[src/hw/rtl/wsfd_pkg.sv]
// Shared types and codes for the WebSocket frame deframer.
// Used by wsfd_parser, wsfd_out_reg and websocket_frame_deframer. No dependencies.
package wsfd_pkg;

   // Width of the length and remaining-byte counters
   localparam int unsigned LEN_W = 64;

   // Length codes that announce an extended length
   localparam logic [6:0] LEN_CODE_EXT16 = 7'd126;
   localparam logic [6:0] LEN_CODE_EXT64 = 7'd127;

   // Extension byte counts for the two extended length forms
   localparam logic [3:0] EXT16_BYTES = 4'd2;
   localparam logic [3:0] EXT64_BYTES = 4'd8;

   // Opcodes accepted in a frame header
   localparam logic [3:0] OP_CONT  = 4'h0;
   localparam logic [3:0] OP_TEXT  = 4'h1;
   localparam logic [3:0] OP_BIN   = 4'h2;
   localparam logic [3:0] OP_CLOSE = 4'h8;
   localparam logic [3:0] OP_PING  = 4'h9;
   localparam logic [3:0] OP_PONG  = 4'hA;

   typedef enum logic [2:0] {
      PH_HDR0 = 3'd0,
      PH_HDR1 = 3'd1,
      PH_EXT  = 3'd2,
      PH_KEY  = 3'd3,
      PH_PAY  = 3'd4,
      PH_HALT = 3'd5
   } phase_type;

   typedef enum logic [1:0] {
      KIND_DATA  = 2'd0,
      KIND_EMPTY = 2'd1,
      KIND_ERROR = 2'd2,
      KIND_CLOSE = 2'd3
   } kind_type;

   typedef struct packed {
      logic [7:0] payload_byte;
      kind_type   kind;
      logic [3:0] frame_opcode;
      logic       final_fragment;
      logic       last_of_frame;
   } result_type;

   function automatic logic opcode_known(input logic [3:0] op);
      return (op == OP_CONT) || (op == OP_TEXT) || (op == OP_BIN) ||
             (op == OP_CLOSE) || (op == OP_PING) || (op == OP_PONG);
   endfunction

endpackage

[src/hw/rtl/websocket_frame_deframer.sv]
// WebSocket client-to-server frame deframer, one stream byte per transaction.
//
// Input channel req_*: one byte (req_data_byte) or an end-of-stream mark
// (req_end_of_stream) per transaction, accepted when req_valid is high and
// req_stall is low. Result channel rsp_*: at most one result per input byte:
// an unmasked payload byte, an empty-frame mark, a protocol error or a close,
// taken when rsp_valid is high and rsp_stall is low.
// A result passes the input register, then the result register. Throughput:
// one byte per cycle while the result channel does not stall, set by the
// single-pass parser state update and the XOR unmask between the two
// registers; header, length and key bytes that yield no result never wait.
// When the receiver stalls, the result register holds its transaction; the
// input register still drains bytes that yield no result, and req_stall rises
// only when a byte that yields a result finds the result register full.
// Reset (synchronous, active high) empties both registers and returns the
// parser to expect a first header byte. After an error or close result, all
// further input is accepted and dropped until reset.
// Depends on wsfd_pkg, wsfd_parser and wsfd_out_reg.
module websocket_frame_deframer import wsfd_pkg::*; (
   input  logic       clock,
   input  logic       reset,
   input  logic       req_valid,
   output logic       req_stall,
   input  logic [7:0] req_data_byte,
   input  logic       req_end_of_stream,
   output logic       rsp_valid,
   input  logic       rsp_stall,
   output logic [7:0] rsp_payload_byte,
   output logic [1:0] rsp_kind,
   output logic [3:0] rsp_frame_opcode,
   output logic       rsp_final_fragment,
   output logic       rsp_last_of_frame
);

   logic       in_valid_ff, in_valid_in;
   logic [7:0] in_data_ff;
   logic       in_eos_ff;
   logic       req_take;
   logic       advance;
   logic       result_want;
   logic       out_free;
   result_type result;
   result_type rsp_result;

   // Consume the held transaction unless its result has nowhere to go
   assign advance     = in_valid_ff && (!result_want || out_free);
   assign req_stall   = in_valid_ff && !advance;
   assign req_take    = req_valid && !req_stall;
   assign in_valid_in = req_take || (in_valid_ff && !advance);

   always_ff @(posedge clock) begin
      if (reset) begin
         in_valid_ff <= 1'b0;
      end else begin
         in_valid_ff <= in_valid_in;
      end
   end

   // Capture the incoming transaction
   always_ff @(posedge clock) begin
      if (req_take) begin
         in_data_ff <= req_data_byte;
         in_eos_ff  <= req_end_of_stream;
      end
   end

   wsfd_parser u_parser (
      .clock         (clock),
      .reset         (reset),
      .step_en       (advance),
      .data_byte     (in_data_ff),
      .end_of_stream (in_eos_ff),
      .result_want   (result_want),
      .result        (result)
   );

   wsfd_out_reg u_out_reg (
      .clock      (clock),
      .reset      (reset),
      .load       (advance && result_want),
      .result     (result),
      .out_free   (out_free),
      .rsp_valid  (rsp_valid),
      .rsp_stall  (rsp_stall),
      .rsp_result (rsp_result)
   );

   assign rsp_payload_byte   = rsp_result.payload_byte;
   assign rsp_kind           = rsp_result.kind;
   assign rsp_frame_opcode   = rsp_result.frame_opcode;
   assign rsp_final_fragment = rsp_result.final_fragment;
   assign rsp_last_of_frame  = rsp_result.last_of_frame;

   // Error and close results never carry a frame-end mark or payload
   a_term_result: assert property (@(posedge clock) disable iff (reset)
      (rsp_valid && ((rsp_kind == KIND_ERROR) || (rsp_kind == KIND_CLOSE)))
      |-> (!rsp_last_of_frame && (rsp_payload_byte == 8'd0)))
      else $error("error or close result with frame data");

endmodule

[src/hw/rtl/wsfd_parser.sv]
// Frame parsing state machine: header check, length, masking key, payload unmask.
// Depends on wsfd_pkg.
module wsfd_parser import wsfd_pkg::*; (
   input  logic             clock,
   input  logic             reset,
   input  logic             step_en,
   input  logic [7:0]       data_byte,
   input  logic             end_of_stream,
   output logic             result_want,
   output result_type       result
);

   phase_type              phase_ff, phase_in;
   logic [4:0]             fin_op_ff, fin_op_in;
   logic                   header_bad_ff, header_bad_in;
   logic [3:0]             ext_count_ff, ext_count_in;
   logic [LEN_W-1:0]       len_acc_ff, len_acc_in;
   logic [3:0][7:0]        mask_key_ff, mask_key_in;
   logic [LEN_W-1:0]       remaining_ff, remaining_in;
   logic [1:0]             mask_idx_ff, mask_idx_in;

   logic [LEN_W-1:0]       remaining_dec;
   logic                   remaining_one;
   logic                   len_zero;
   logic [7:0]             key_byte;
   logic [6:0]             length_code;

   assign remaining_dec = remaining_ff - LEN_W'(1);
   assign remaining_one = (remaining_ff == LEN_W'(1));
   assign len_zero      = (len_acc_ff == '0);
   assign key_byte      = mask_key_ff[~mask_idx_ff];
   assign length_code   = data_byte[6:0];

   // Next-state logic: advance only when the held transaction is consumed
   always_comb begin
      phase_in      = phase_ff;
      fin_op_in     = fin_op_ff;
      header_bad_in = header_bad_ff;
      ext_count_in  = ext_count_ff;
      len_acc_in    = len_acc_ff;
      mask_key_in   = mask_key_ff;
      remaining_in  = remaining_ff;
      mask_idx_in   = mask_idx_ff;
      if (step_en) begin
         unique case (phase_ff)
            PH_HDR0, PH_HDR1, PH_EXT, PH_KEY, PH_PAY: begin
               if (end_of_stream) begin
                  phase_in = PH_HALT;
               end else begin
                  unique case (phase_ff)
                     PH_HDR0: begin
                        fin_op_in     = {data_byte[7], data_byte[3:0]};
                        header_bad_in = (data_byte[6:4] != 3'd0) ||
                                        !opcode_known(data_byte[3:0]);
                        phase_in      = PH_HDR1;
                     end
                     PH_HDR1: begin
                        if (!data_byte[7] || header_bad_ff) begin
                           phase_in = PH_HALT;
                        end else begin
                           mask_idx_in = 2'd0;
                           if (length_code == LEN_CODE_EXT16) begin
                              ext_count_in = EXT16_BYTES;
                              len_acc_in   = '0;
                              phase_in     = PH_EXT;
                           end else if (length_code == LEN_CODE_EXT64) begin
                              ext_count_in = EXT64_BYTES;
                              len_acc_in   = '0;
                              phase_in     = PH_EXT;
                           end else begin
                              ext_count_in = 4'd0;
                              len_acc_in   = LEN_W'(length_code);
                              phase_in     = PH_KEY;
                           end
                        end
                     end
                     PH_EXT: begin
                        len_acc_in   = {len_acc_ff[LEN_W-9:0], data_byte};
                        ext_count_in = ext_count_ff - 4'd1;
                        if (ext_count_ff == 4'd1) begin
                           phase_in = PH_KEY;
                        end
                     end
                     PH_KEY: begin
                        mask_key_in = {mask_key_ff[2:0], data_byte};
                        mask_idx_in = mask_idx_ff + 2'd1;
                        if (mask_idx_ff == 2'd3) begin
                           remaining_in = len_acc_ff;
                           phase_in     = len_zero ? PH_HDR0 : PH_PAY;
                        end
                     end
                     default: begin
                        // payload byte
                        mask_idx_in  = mask_idx_ff + 2'd1;
                        remaining_in = remaining_dec;
                        if (remaining_one) begin
                           phase_in = PH_HDR0;
                        end
                     end
                  endcase
               end
            end
            default: begin
               // halted or unused code: drop everything
               phase_in = phase_ff;
            end
         endcase
      end
   end

   // Output logic: decide whether this transaction yields a result
   always_comb begin
      result_want           = 1'b0;
      result.payload_byte   = 8'd0;
      result.kind           = end_of_stream ? KIND_CLOSE : KIND_DATA;
      result.frame_opcode   = fin_op_ff[3:0];
      result.final_fragment = fin_op_ff[4];
      result.last_of_frame  = 1'b0;
      unique case (phase_ff)
         PH_HDR0, PH_EXT: begin
            result_want = end_of_stream;
         end
         PH_HDR1: begin
            result_want = end_of_stream || !data_byte[7] || header_bad_ff;
            if (!end_of_stream) begin
               result.kind = KIND_ERROR;
            end
         end
         PH_KEY: begin
            result_want = end_of_stream || ((mask_idx_ff == 2'd3) && len_zero);
            if (!end_of_stream) begin
               result.kind          = KIND_EMPTY;
               result.last_of_frame = 1'b1;
            end
         end
         PH_PAY: begin
            result_want = 1'b1;
            if (!end_of_stream) begin
               result.payload_byte  = data_byte ^ key_byte;
               result.last_of_frame = remaining_one;
            end
         end
         default: begin
            result_want = 1'b0;
         end
      endcase
   end

   // Hold state; reset clears every state field
   always_ff @(posedge clock) begin
      if (reset) begin
         phase_ff      <= PH_HDR0;
         fin_op_ff     <= 5'd0;
         header_bad_ff <= 1'b0;
         ext_count_ff  <= 4'd0;
         len_acc_ff    <= '0;
         mask_key_ff   <= '0;
         remaining_ff  <= '0;
         mask_idx_ff   <= 2'd0;
      end else begin
         phase_ff      <= phase_in;
         fin_op_ff     <= fin_op_in;
         header_bad_ff <= header_bad_in;
         ext_count_ff  <= ext_count_in;
         len_acc_ff    <= len_acc_in;
         mask_key_ff   <= mask_key_in;
         remaining_ff  <= remaining_in;
         mask_idx_ff   <= mask_idx_in;
      end
   end

   // Once halted, the parser never leaves the halted phase
   a_halt_sticks: assert property (@(posedge clock) disable iff (reset)
      (phase_ff == PH_HALT) |=> (phase_ff == PH_HALT))
      else $error("parser left halted phase");

   // Extension phase always has bytes left to take
   a_ext_count: assert property (@(posedge clock) disable iff (reset)
      (phase_ff == PH_EXT) |-> (ext_count_ff != 4'd0))
      else $error("extension phase with zero count");

   // Payload phase never runs on an exhausted count
   a_pay_remaining: assert property (@(posedge clock) disable iff (reset)
      (phase_ff == PH_PAY) |-> (remaining_ff != '0))
      else $error("payload phase with nothing remaining");

endmodule

[src/hw/rtl/wsfd_out_reg.sv]
// Result register for the deframer output channel.
// Depends on wsfd_pkg.
module wsfd_out_reg import wsfd_pkg::*; (
   input  logic        clock,
   input  logic        reset,
   input  logic        load,
   input  result_type  result,
   output logic        out_free,
   output logic        rsp_valid,
   input  logic        rsp_stall,
   output result_type  rsp_result
);

   logic       valid_ff, valid_in;
   result_type result_ff;

   // Slot frees when empty or when the held transaction leaves this cycle
   assign out_free = !valid_ff || !rsp_stall;
   assign valid_in = load || (valid_ff && rsp_stall);

   always_ff @(posedge clock) begin
      if (reset) begin
         valid_ff <= 1'b0;
      end else begin
         valid_ff <= valid_in;
      end
   end

   // Capture a new result; hold while stalled
   always_ff @(posedge clock) begin
      if (load) begin
         result_ff <= result;
      end
   end

   assign rsp_valid  = valid_ff;
   assign rsp_result = result_ff;

endmodule
[config.mk]
export PLATFORM = sky130hd
export DESIGN_NAME = websocket_frame_deframer
export DESIGN_NICKNAME = d
export VERILOG_FILES = /design/src/hw/rtl/wsfd_pkg.sv /design/src/hw/rtl/websocket_frame_deframer.sv /design/src/hw/rtl/wsfd_parser.sv /design/src/hw/rtl/wsfd_out_reg.sv
export SDC_FILE = /design/constraint.sdc
export NUM_CORES = 1
export LEC_CHECK = 0
export ABC_AREA = 1
export ABC_CLOCK_PERIOD_IN_PS = 2640
export BUFFER_PORTS_ARGS = -buffer_cell sky130_fd_sc_hd__buf_4
export CAP_MARGIN = 20
export CORE_MARGIN = 2
export CORE_UTILIZATION = 45
export DETAILED_ROUTE_END_ITERATION = 10
export PLACE_DENSITY_LB_ADDON = 0.1
export SYNTH_ARGS = -nofsm -noshare
export SYNTH_HDL_FRONTEND = slang
export SYNTH_SLANG_ARGS = --single-unit
[constraint.sdc]
create_clock -name clock -period 2.64 [get_ports clock]
set_input_delay 0.396 -clock clock [delete_from_list [all_inputs] [get_ports clock]]
set_output_delay 0.396 -clock clock [all_outputs]
set_load 0.05 [all_outputs]
# [Word-level counts from Yosys, hierarchy flattened]
# Cells that the tools add are included.
# W data, S select, Z words.
[classes] n_addsub=3 order_cmp=1 eq_ne=18 muxes=31 bitwise_logic=6 reduce_logical=43
[op_table] cell="$pmux W64 S2" n=2
[op_table] cell="$mux W64" n=3
[op_table] cell="$eq A64 B1 Y1 const B" n=1
[op_table] cell="$logic_not A64 Y1" n=1
[op_table] cell="$sub A64 B1 Y64 const B" n=1
[op_table] cell="$mux W3" n=7
[op_table] cell="$reduce_and A5 Y1" n=4
[op_table] cell="$bmux W8 S2" n=1
[op_table] cell="$eq A7 B7 Y1 const B" n=2
[op_table] cell="$logic_or A1 B1 Y1" n=14
[op_table] cell="$eq A4 B4 Y1 const B" n=3
[op_table] cell="$mux W4" n=3
[op_table] cell="$pmux W3 S4" n=1
[op_table] cell="$eq A4 B1 Y1 const B" n=2
[op_table] cell="$mux W2" n=4
[op_table] cell="$mux W8" n=1
[op_table] cell="$pmux W2 S2" n=2
[op_table] cell="$pmux W4 S2" n=1
[op_table] cell="$reduce_and A4 Y1" n=2
[op_table] cell="$xor A8 B8 Y8" n=1
[op_table] cell="$logic_not A1 Y1" n=7
[op_table] cell="$mux W7" n=1
[op_table] cell="$eq A3 B2 Y1 const B" n=2
[op_table] cell="$logic_and A1 B1 Y1" n=6
[op_table] cell="23 further kinds" n=30
[word_totals] regBits=202 inputBits=13 output_inout_bits=18 elab_cells=122

# [Depth between registers and ports, before layout]
[depth] ltp_word=12 ltp_mapped=15 depth_no_buf=14

# [Modules after synthesis]
# From an unflattened synthesis, not the netlist that was laid out.
[hier_totals] cells_unflattened=1598 hier_area_um2=10944.2
[by_module_without_submodules] mod="wsfd_parser" instances=1 cells_per_inst=1557 area_per_inst_um2=10077.2 seq_area_each_um2=3503.4
[by_module_without_submodules] mod="wsfd_out_reg" instances=1 cells_per_inst=20 area_per_inst_um2=519.2 seq_area_each_um2=500.5
[by_module_without_submodules] mod="websocket_frame_deframer" instances=1 cells_per_inst=21 area_per_inst_um2=347.8 seq_area_each_um2=290.3

# [Least setup slack after synthesis]
# Ideal clock, no wire load.
[synth_path] path_type="reg2reg" startpoint="register u_parser.phase_ff[2]" endpoint="register u_out_reg.result_ff, in the netlist u_out_reg.rsp_result[0] (enable)" setup_ps=364 arrival_time_ps=1729 required_time_ps=2276 slack_ps=547 path_stages_with_launch=12 n_path_buf=1 period_less_slack_ps=2093 path_cell_list="dfxtp_1 inv_2 nand3_4 nand2_1 nor3_1 nor2_2 nand3_2 nand2_1 inv_2 buf_2 nand2_1 inv_1"
[synth_between] elab_chain_cells=7 elab_cells_between_ends=11 cone_classes="eq/ne (4); mux (1); reduce/logical (6)"
[synth_lines] item="from (decl)" line_no="wsfd_parser.sv:13" text="phase_type phase_ff, phase_in;"
[synth_lines] item="from (signal assigned)" line_no="wsfd_parser.sv:161" text="phase_ff <= phase_in;"
[synth_lines] item="$eq A3 B2 Y1 or $logic_not A3 Y1 (tied branches)" line_no="wsfd_parser.sv:119" text="unique case (phase_ff)"
[synth_lines] item="$reduce_or A2 Y1 (no line)"
[synth_lines] item="$pmux W1 S4 (*)" line_no="wsfd_parser.sv:119"
[synth_lines] item="$logic_not A1 Y1" line_no="websocket_frame_deframer.sv:46" text="assign advance = in_valid_ff && (!result_want || out_free);"
[synth_lines] item="$logic_or A1 B1 Y1" line_no="websocket_frame_deframer.sv:46"
[synth_lines] item="$logic_and A1 B1 Y1" line_no="websocket_frame_deframer.sv:46"
[synth_lines] item="$logic_and A1 B1 Y1 (*)" line_no="websocket_frame_deframer.sv:80" text=".load (advance && result_want),"
[synth_lines] item="via u_out_reg.load" line_no="wsfd_out_reg.sv:6" text="input logic load,"
[synth_lines] item="to (signal assigned)" line_no="wsfd_out_reg.sv:32" text="result_ff <= result;"
[synth_lines] item="to (decl)" line_no="wsfd_out_reg.sv:15" text="result_type result_ff;"
# Mark *: on every way through the listed nets, which the timed path passes. The rest lies on a longest branch.
# A chain may end at the register's enable or synchronous reset.

# [Final worst setup path]
[layout_path] startpoint="register u_parser.len_acc_ff[58]" endpoint="output req_stall"
[layout_between] elab_chain_cells=9
[layout_lines] item="from (decl)" line_no="wsfd_parser.sv:17" text="logic [LEN_W-1:0] len_acc_ff, len_acc_in;"
[layout_lines] item="from (signal assigned)" line_no="wsfd_parser.sv:165" text="len_acc_ff <= len_acc_in;"
[layout_lines] item="$logic_not A64 Y1" line_no="wsfd_parser.sv:30" text="assign len_zero = (len_acc_ff == '0);"
[layout_lines] item="$logic_and A1 B1 Y1" line_no="wsfd_parser.sv:130" text="result_want = end_of_stream || ((mask_idx_ff == 2'd3) && len_zero);"
[layout_lines] item="$logic_or A1 B1 Y1" line_no="wsfd_parser.sv:130"
[layout_lines] item="$pmux W1 S4" line_no="wsfd_parser.sv:119"
[layout_lines] item="$logic_not A1 Y1" line_no="websocket_frame_deframer.sv:46"
[layout_lines] item="$logic_or A1 B1 Y1" line_no="websocket_frame_deframer.sv:46"
[layout_lines] item="$logic_and A1 B1 Y1" line_no="websocket_frame_deframer.sv:46"
[layout_lines] item="$logic_not A1 Y1" line_no="websocket_frame_deframer.sv:47" text="assign req_stall = in_valid_ff && !advance;"
[layout_lines] item="$logic_and A1 B1 Y1" line_no="websocket_frame_deframer.sv:47"
[layout_lines] item="to (decl)" line_no="websocket_frame_deframer.sv:23" text="output logic req_stall,"
# Every way passes these cells.

==> metrics.md <==
| Metric | Value |
|---|---|
| Worst min path class | input port to register |
| H-tree depth | 1 |
| Hold_buf cts | 0 |
| Max Fclk | around 0.4 GHz |
| Synthesized area per cell | around 6.2 um2 |
| Register area share after synthesis | 0.378 |
| PD cells | 680 mW/mm2 |
| Slew Viols, Final | 0 |
| Via density | between 5 and 6 |
| Core box area | roughly 0.025 mm2 |
| Antenna violations before repair | 0 |
| Pin count of the biggest net entering global routing | 94 |
| Crit. End Element | output pin |
| Worst EP arrival | around 2100 ps |
| Net count after synthesis | about 1,900 |
| CTS tree | yes |
| Die Span X | approximately 160 um |
| Maximum root-to-sink buffer count | 3 |
| Setup crit start | u_parser.len_acc_ff[58] |
| Clk_lat worst skew | about 530 ps |
| Drc violations | 0 |
| Global-route wire length before repair | 54,900 um |
| Final Hold Slack | 39.6 ps |
| Crit Path Category | register to output pin |
| Fin nets | between 1,500 and 2,000 |
| Syn. warnings | 0 |
| Port buffer count | 30 |
| CTS Root Buffer Type | clkbuf_16 |
| Initial Util | 0.455 |
| # diodes | 0 |
| Final Hold Fails | 0 |
| Register bit count reported by yosys | 202 |
| CTS sink count | 202 |
| Pre-CTS setup slack | ~340 ps |
| Starting DRT DRC Count | just under 900 |
| Worst Slack Setup Final | around 130 ps |
| MaxCap Viol Count | 0 |
| Number of placement rows | 58 |
| Critical Path Source Type | register |
| Final HPWL DP | ~24,000 um |
| Vias in the first global route | 10,600 |
| IO Count | 31 |
| RePlAce Congestion | 0.938 |
| Clock slew at reported path FFs | 60 ps |
| # fillers | 2,578 |
| Outcome | completed |
| Worst vdd ir | roughly 0.00047 V |
| Total CTS buffers | 26 |
| Total gr overflow | 0 |
| Via count of the routed design | ~11,000 |
| Netlist Area Pre-Place | 0.0114 mm2 |
| Yosys cell types | 37 |
| Post-layout util | 0.517 |
| Synth-to-layout area growth | 13.6% |
| Pre-antenna DRT Iters | 5 |
| Share of layout cells above drive strength 1 | 0.0842 |
| Final Cycle Share | 0.949 |
| LEAKAGE | 6.33 nW |
| Die area | 0.0265 mm2 |
| Hold_sp | req_data_byte[6] |
| Final WL | between 30,000 and 40,000 um |
| Syn Inst Count | 1,834 |
| Worst r2r src | u_parser.phase_ff[2] |
| Clock period minus worst slack | about 2500 ps |
| Worst EP required | between 2000 and 2500 ps |
| Setup TNS | 0 ps |
| GR Util All Layers | 0.260 |
| Setup violators final | 0 |
| Final Skew | roughly 15 ps |
| Critical path peak fanout | 2 |
| Slew HR | 0.334 |
| Final ANT Viol Nets | 0 |
| Wire per inst | 15.5 um |
| Die H | approximately 160 um |
| Worst slew pin tran | 1000 ps |
[placed cells by master, fill, tap and decap left out, types with 10 or more instances in the layout]
| cell type | instances |
|---|---|
| o22ai_1 | 10 |
| nand2_1 | 559 |
| nor2_1 | 394 |
| inv_1 | 174 |
| clkbuf_16 | 27 |
| xor2_1 | 23 |
| nor3_1 | 20 |
| edfxtp_1 | 25 |
| o21ai_0 | 60 |
| a21oi_1 | 106 |
| nand3_1 | 109 |
| buf_4 | 55 |
| a21oi_2 | 21 |
| buf_12 | 10 |
| dfxtp_1 | 175 |
[layer usage]
metal	wire length, um	vias to the layer above	track usage
met5	0	-	0
li1	-	5765	-
met4	1140	0	0.0937
met3	1990	64	0.0344
met2	15500	324	0.419
met1	15400	5050	0.357
[through the flow]
stage	cells	total power, mW	area (um2)
2_1_floorplan	1834	4.65	11400
3_3_place_gp	2146	5.17	12000
3_5_place_dp	2146	5.17	12000
4_1_cts	2194	8.82	12900
5_1_grt	2194	9.25	12900
6_report	2194	8.77	12900
[Yosys cell counts, drive strengths merged]
| library cell | number | area share |
|---|---|---|
| a32o | 7 | 0.0062 |
| xor2 | 23 | 0.018 |
| nor4 | 2 | 0.0011 |
| nor2 | 402 | 0.13 |
| clkbuf | 42 | 0.014 |
| or2 | 3 | 0.0017 |
| and3 | 1 | 0.00055 |
| nand4 | 6 | 0.0033 |
| buf | 42 | 0.021 |
| and2 | 2 | 0.0011 |
| o21ai | 60 | 0.026 |
| a22oi | 1 | 0.00066 |
| nand2 | 561 | 0.19 |
| o211ai | 1 | 0.00066 |
| o21a | 4 | 0.0026 |
| o21bai | 5 | 0.0033 |
| nand3 | 114 | 0.052 |
| a31oi | 7 | 0.0039 |
| o22ai | 10 | 0.0055 |
| ha | 5 | 0.0055 |
| inv | 182 | 0.060 |
| a21oi | 127 | 0.063 |
| a21boi | 1 | 0.00066 |
| clkinv | 3 | 0.00099 |
| dfxtp | 177 | 0.31 |
| edfxtp | 25 | 0.066 |
| nor3 | 21 | 0.0097 |
[flip-flops by register name, indices dropped and copies added, names as in the netlist]
register	count
u_parser.phase_ff	3
u_parser.fin_op_ff	5
in_eos_ff	1
in_data_ff	8
u_parser.len_acc_ff	64
u_out_reg.rsp_result	16
u_parser.mask_idx_ff	2
u_parser.mask_key_ff	32
u_parser.ext_count_ff	4
u_parser.remaining_ff	64
in_valid_ff	1
u_parser.header_bad_ff	1
u_out_reg.rsp_valid	1
[power by group]
part,total (mW),internal [mW],switching (mW)
combinational,1.87,0.614,1.26
clock,3.64,2.26,1.38
sequential,3.27,3.20,0.0741
[area by class of cell]
cell class                 count  area (um2)  share of cell area
tap                          330         413              0.0320
inverter                     185         697              0.0540
timing repair buffer          66         624              0.0484
sequential                   202        4300               0.333
multi-input combinational   1363        5990               0.464
clock inverter                16         184              0.0143
clock buffer                  32         694              0.0538
[critical path, stage by stage (launching register included)]
cell	delay, ps
dfxtp_1	310
nor2_1	130
nand2_1	100
nor2_1	120
nand2_1	110
nor2_2	160
nand3_2	100
nand2_2	80
and2_1	160
nand3_2	90
inv_2	80
buf_6	150
[what timing repair did]
action                                 CTS  global route
pin swaps                                0             5
setup buffers                            0             0
gates resized for setup                  3             9
endpoints found under the hold margin    0             0
setup endpoints to repair                1             1
[cells by family (layout without fill, tap and decap cells)]
logic type      after synthesis  count (layout)  synth area share
compound gates              223             223             0.113
flops                       202             202             0.378
simple gates               1112            1112             0.389
buf+inv                     269             299            0.0964
fa+ha+maj                     5               5           0.00551
xor+xnor                     23              23            0.0177
[final timing paths]
check / to / slack, ps / cells after the start
worst max register to register: u_out_reg.rsp_result[3] / 350 / 10
worst max-delay path: req_stall / 130 / 11
worst min-delay path: in_data_ff[6] / 40 / 1
worst min register to register: u_out_reg.rsp_result[4] / 440 / 0
Note: power is estimated with default switching activity, not from simulation.
